## src/hw/rtl/srad_pkg.sv

```systemverilog
// Shared types and constants for the sequential read-ahead detector.
// Used by srad_ctrl, srad_datapath and the top level; depends on nothing.
`default_nettype none

package srad_pkg;

  localparam int unsigned FILE_W    = 64;
  localparam int unsigned VOL_W     = 32;
  localparam int unsigned OFF_W     = 64;
  localparam int unsigned PAGE_W    = 52;
  localparam int unsigned RUN_W     = 8;
  localparam int unsigned COUNT_W   = 4;
  localparam int unsigned HASH_W    = 32;
  localparam int unsigned HASH_FOLD = 10;

  localparam int unsigned CFG_IDX_W  = 8;
  localparam int unsigned CFG_DATA_W = 8;

  localparam logic [CFG_IDX_W-1:0] CFG_WARMUP = 8'd0;
  localparam logic [CFG_IDX_W-1:0] CFG_BURST  = 8'd1;

  localparam logic [RUN_W-1:0]   WARMUP_RESET = 8'd1;
  localparam logic [COUNT_W-1:0] BURST_RESET  = 4'd4;
  localparam logic [RUN_W-1:0]   RUN_MAX      = 8'd255;

  typedef struct packed {
    logic [FILE_W-1:0] file;
    logic [VOL_W-1:0]  volume;
    logic [PAGE_W-1:0] next_page;
    logic [RUN_W-1:0]  run;
  } stream_entry_t;

  typedef struct packed {
    logic clr_en;
    logic capture;
    logic hash_en;
    logic mul1_en;
    logic mul2_en;
    logic mod_en;
    logic rd_en;
    logic commit;
  } ctrl_cmd_t;

  typedef struct packed {
    logic clr_last;
    logic out_free;
  } ctrl_sts_t;

endpackage

`default_nettype wire

```

## src/hw/rtl/srad_ctrl.sv

```systemverilog
// Controller state machine of the read-ahead detector: clearing pass, input
// beat acceptance and sequencing of the datapath steps. Depends on srad_pkg.
`default_nettype none

module srad_ctrl (
  input  wire                  clk_i,
  input  wire                  rst_ni,
  input  wire                  in_valid_i,
  output logic                 in_stall_o,
  input  srad_pkg::ctrl_sts_t  sts_i,
  output srad_pkg::ctrl_cmd_t  cmd_o
);

  localparam logic [2:0] ST_CLEAR = 3'd0;
  localparam logic [2:0] ST_IDLE  = 3'd1;
  localparam logic [2:0] ST_HASH  = 3'd2;
  localparam logic [2:0] ST_MUL1  = 3'd3;
  localparam logic [2:0] ST_MUL2  = 3'd4;
  localparam logic [2:0] ST_MOD   = 3'd5;
  localparam logic [2:0] ST_READ  = 3'd6;
  localparam logic [2:0] ST_EVAL  = 3'd7;

  logic [2:0] state_q, state_d;

  always_ff @(posedge clk_i or negedge rst_ni) begin
    if (!rst_ni) begin
      state_q <= ST_CLEAR;
    end else begin
      state_q <= state_d;
    end
  end

  always_comb begin
    state_d = state_q;
    cmd_o   = '0;
    case (state_q)
      ST_CLEAR: begin
        cmd_o.clr_en = 1'b1;
        if (sts_i.clr_last) begin
          state_d = ST_IDLE;
        end
      end
      ST_IDLE: begin
        if (in_valid_i) begin
          cmd_o.capture = 1'b1;
          state_d       = ST_HASH;
        end
      end
      ST_HASH: begin
        cmd_o.hash_en = 1'b1;
        state_d       = ST_MUL1;
      end
      ST_MUL1: begin
        cmd_o.mul1_en = 1'b1;
        state_d       = ST_MUL2;
      end
      ST_MUL2: begin
        cmd_o.mul2_en = 1'b1;
        state_d       = ST_MOD;
      end
      ST_MOD: begin
        cmd_o.mod_en = 1'b1;
        state_d      = ST_READ;
      end
      ST_READ: begin
        cmd_o.rd_en = 1'b1;
        state_d     = ST_EVAL;
      end
      ST_EVAL: begin
        if (sts_i.out_free) begin
          cmd_o.commit = 1'b1;
          state_d      = ST_IDLE;
        end
      end
      default: begin
        state_d = ST_CLEAR;
      end
    endcase
  end

  assign in_stall_o = (state_q != ST_IDLE);

endmodule

`default_nettype wire

```

## config.mk

```make
export PLATFORM = sky130hd
export DESIGN_NAME = srad_ctrl
export DESIGN_NICKNAME = d
export VERILOG_FILES = /design/src/hw/rtl/srad_pkg.sv /design/src/hw/rtl/srad_ctrl.sv
export SDC_FILE = /design/constraint.sdc
export NUM_CORES = 1
export LEC_CHECK = 0
export ABC_AREA = 1
export BUFFER_PORTS_ARGS = -buffer_cell sky130_fd_sc_hd__buf_4
export CAP_MARGIN = 20
export CORE_AREA = 2 2 39 41
export DETAILED_ROUTE_END_ITERATION = 8
export DIE_AREA = 0 0 41 43
export GPL_ROUTABILITY_DRIVEN = 0
export SLEW_MARGIN = 25
export SYNTH_ARGS = -nofsm -noshare
export SYNTH_HDL_FRONTEND = slang
export SYNTH_SLANG_ARGS = --single-unit
```

## constraint.sdc

```tcl
create_clock -name clk_i -period 2 [get_ports clk_i]
set_input_delay 0.3 -clock clk_i [delete_from_list [all_inputs] [get_ports clk_i]]
set_output_delay 0.3 -clock clk_i [all_outputs]
set_load 0.05 [all_outputs]
```

**Word level (Yosys, flattened, before mapping)**

Index checks and enable logic that the tools add are counted.

- Reduce and logical (&&, ||, !) cells: 2
- Muxes and demuxes: 14
- $mul: 0
- Bitwise gates (word level): 0
- $lt $le $gt $ge: 0
- Shift-type cells: 0
- Eq/ne operators: 11
- Add/sub/neg operators: 0
- Div/mod/pow operators: 0

Operators with widths:

| operator | number |
|---|---|
| 3-bit case mux with 8 select lines | 1 |
| 3-bit == test (second input constant) | 4 |
| 1-bit two-way mux | 10 |
| 3-bit two-way mux | 3 |
| 3-bit by 2-bit == test with 1-bit output (second input constant) | 2 |
| 2-bit inequality test (second input constant) | 3 |
| 3-bit by 1-bit == test with 1-bit output (second input constant) | 1 |
| 3-bit logical NOT | 1 |
| 3-bit by 1-bit inequality test with 1-bit output (second input constant) | 1 |
| 3-bit AND reduction | 1 |

- ROM bits: 0
- Input port bits: 5
- Memories: 0
- Word-level logic and storage cells: 28
- Output and inout port bits: 9
- Bits in latches: 0
- RAM bits: 0
- Flip-flop bits (word level): 3

**Depth between registers and ports, before layout**

- Depth in word-level cells: 3
- Gate-level depth with buffers: 7
- Mapped depth without buffers: 7

**Worst setup path before layout**

OpenSTA, ideal clock, no wires.

- Path type: register to output
- From: reg state_q[1]
- To: out cmd_o[6] (netlist bit)
- Arrival: 1805 ps
- Path buffers: 0
- Stages on the path, launching flop included: 5
- Path slack: -105 ps
- Required time: 1700 ps
- Cell sequence: dfrtp_1 > inv_1 > ha_1 > nand2_1 > nor2_1

RTL lines:

| item | line | RTL |
|---|---|---|
| from (decl) | srad_ctrl.sv:23 | `logic [2:0] state_q, state_d;` |
| from (signal assigned) | srad_ctrl.sv:29 | `state_q <= state_d;` |
| to (decl) | srad_ctrl.sv:11 | `output srad_pkg::ctrl_cmd_t cmd_o` |

==> results.sh <==
export IMPL_status="finished clean"
export IMPL_yosysWarningCount=0
export IMPL_largest_register_ffs=3
export IMPL_cts_path_max_buffers=2
export IMPL_grt_ovfl_total=0
export IMPL_synth_area_leader_cell="dfrtp_1"
export IMPL_setup_ws_ns=0.324
export IMPL_fin_skew_ns=0.00155
export IMPL_synth_seq_cells=3
export IMPL_ctsHtreeMaxLevel=1
export IMPL_antenna_found_initial=0
export IMPL_yosys_cell_count_top_type="nand2_1"
export IMPL_reg2reg_from="state_q[1]$_DFFE_PN0P_"
export IMPL_cts_tree="built"
export IMPL_ys_top_cells_by_count="15 x nand2_1, 12 x inv_1, 6 x nor2_1, 4 x ha_1, 3 x dfrtp_1"
export IMPL_critPathKind="register to primary output"
export IMPL_setup_viol=0
export IMPL_netlist_top_cells_area="dfrtp_1 22%, nand2_1 16%, ha_1 14%"
export IMPL_portBuffers=13
export IMPL_yosys_most_used_dff="dfrtp_1"
export IMPL_drt_iter0_drc=2
export IMPL_endpoint_kind="primary output"
export IMPL_cts_resized=0
export IMPL_final_hold_violation_count=0
export IMPL_grt_pass1_wl_mm=1.10
export IMPL_die_w_um=41
export IMPL_drt_pre_antenna_iters=2
export IMPL_syn_nets=60
export IMPL_finalCritPeriodShare_pct=83.8
export IMPL_tns_ns=0
export IMPL_worstHoldEndpoint="state_q[2]$_DFFE_PN0P_"
export IMPL_fill_cells=154
export IMPL_hold_path_class="primary input to register"
export IMPL_syn_to_final_growth_pct=41.7
export IMPL_synth_cell_types=14
export IMPL_yosysTopAreaCellShare_pct=21.6
export IMPL_clock_sinks=3
export IMPL_place_ws_ns=0.557
export IMPL_async_flop_share_pct=100
export IMPL_netlist_area_um2=348
export IMPL_drive_gt1_share_pct=33.8
export IMPL_drv_cap=0
export IMPL_maxSlewViolCount=0
export IMPL_rows=14
export IMPL_largest_register="state_q"
export IMPL_relSlewSlack_pct=73.8
export IMPL_max_freq_mhz=597
export IMPL_clk_pin_slew_ns=0.04
export IMPL_r2r_end="state_q[0]$_DFFE_PN0P_"
export IMPL_pin_count=14
export IMPL_r2r_cells=6
export IMPL_top_regs="state_q (3)"
export IMPL_detail_route_wl_per_cell_um=7.82
export IMPL_worst_slew_pin_slew_ns=0.393
export IMPL_peakVddDrop_mv=0.632
export IMPL_die_area_um2=1760
export IMPL_grt_max_degree=9
export IMPL_via_per_inst=3.88
export IMPL_path_max_fanout=4
export IMPL_arrival_ns=1.38
export IMPL_startpoint_type="register"
export IMPL_grt_usage_pct=9.17
export IMPL_die_h_um=43
export IMPL_dp_hpwl_um=557
export IMPL_ant_nets=0
export IMPL_synth_edff_count=0
export IMPL_wirelength_um=657
export IMPL_holdCritStartpoint="sts_i[0]"
export IMPL_numCtsBuffers=3
export IMPL_avgSynthCellArea_um2=6.82
export IMPL_post_route_drc_count=0
export IMPL_clkLatencyLatePin_ns=0.23
export IMPL_cts_root_buffer="clkbuf_4"
export IMPL_period_minus_slack_ns=1.68
export IMPL_initial_core_util_pct=25.1
export IMPL_core_area_um2=1380
export IMPL_leakagePower_nw=0.319
export IMPL_via_count=326
export IMPL_nets=78
export IMPL_holdPathStages=4
export IMPL_reg2reg_slack_ns=0.82
export IMPL_n_antenna_cell=0
export IMPL_grt_pass1_vias=286
export IMPL_power_density_nw_per_um2=1890
export IMPL_rsz0062_at_grt="no"
export IMPL_synthCells=51
export IMPL_ys_seq_area_share_pct=21.6
export IMPL_critPathRequiredTime_ns=1.70
## critical path, stage by stage, from the launching register on
cell and delay, ns:
dfrtp_1 0.40, inv_1 0.09, ha_1 0.26, nand2_1 0.11, nor2_2 0.08, buf_4 0.19
## logic make-up after synthesis
kind of cell               Yosys count  synth area share (%)
buffers and inverters               15                  20.5
adders and majority gates            4                  14.4
DFF                                  3                  21.6
and+or+nand+nor                     28                  42.1
AOI/OAI and AO/OA                    1                  1.44
## power breakdown
group	internal [mW]	leakage (nW)	switching [mW]
combinational	0.219	0.269	0.458
sequential	0.0947	0.0356	0.0537
clock	0.0747	0.0150	0.0299
## metrics by stage
stage	cells	cell area (um^2)	total power, mW	hold WS (ns)	utilization, %
6_report	84	493	0.930	0.384	35.6
4_1_cts	84	493	0.948	0.381	35.6
2_1_floorplan	51	350	0.688	0.00441	-
3_5_place_dp	79	457	0.836	0.0898	33.0
5_1_grt	84	493	1.02	0.379	35.6
3_3_place_gp	79	457	0.830	0.0910	33.0
## how the worst max path moves through the flow
stage | from | to | slack, ns | cells after the start
2_1_floorplan | state_q[1]$_DFFE_PN0P_ | cmd_o[6] | 0.11 | 4
3_3_place_gp | state_q[1]$_DFFE_PN0P_ | cmd_o[6] | 0.58 | 5
3_5_place_dp | state_q[1]$_DFFE_PN0P_ | cmd_o[6] | 0.56 | 5
4_1_cts | state_q[1]$_DFFE_PN0P_ | cmd_o[6] | 0.30 | 5
5_1_grt | state_q[1]$_DFFE_PN0P_ | cmd_o[6] | 0.21 | 5
6_report | state_q[1]$_DFFE_PN0P_ | cmd_o[6] | 0.32 | 5
## cell type report
cell class                 count  area, um^2  area share, %
clock buffer                   4        26.3           5.33
timing repair buffer          14         108           21.8
sequential                     3        75.1           15.2
inverter                      14        60.1           12.2
tap                           16        20.0           4.06
multi-input combinational     33         204           41.4
## layout by cell type (no fill, tap or decap)
master | netlist | final
nand4_1 | 1 | 1
inv_8 | 1 | 1
buf_4 | 0 | 13
nor2_1 | 6 | 5
ha_1 | 4 | 4
clkbuf_1 | 0 | 1
nand3_4 | 2 | 2
dfrtp_1 | 3 | 3
dlygate4sd3_1 | 0 | 1
nand2_1 | 15 | 15
nor2_2 | 0 | 1
nand3_2 | 1 | 1
nand2_2 | 1 | 1
clkbuf_4 | 0 | 3
a21oi_1 | 1 | 1
nand3_1 | 2 | 2
inv_1 | 12 | 12
inv_2 | 1 | 1
## layer usage
metal	wire, um	up-vias	GRT usage, %
met3	43	0	1.57
met4	0	0	6.00
met5	0	-	0
met2	326	9	14.4
li1	-	182	-
met1	287	135	10.7
## what timing repair did
item	in CTS	in global routing
endpoints found under the hold margin	3	0
hold buffers	1	0
setup buffers	0	0
No activity file was read; power rests on OpenSTA's default activity.
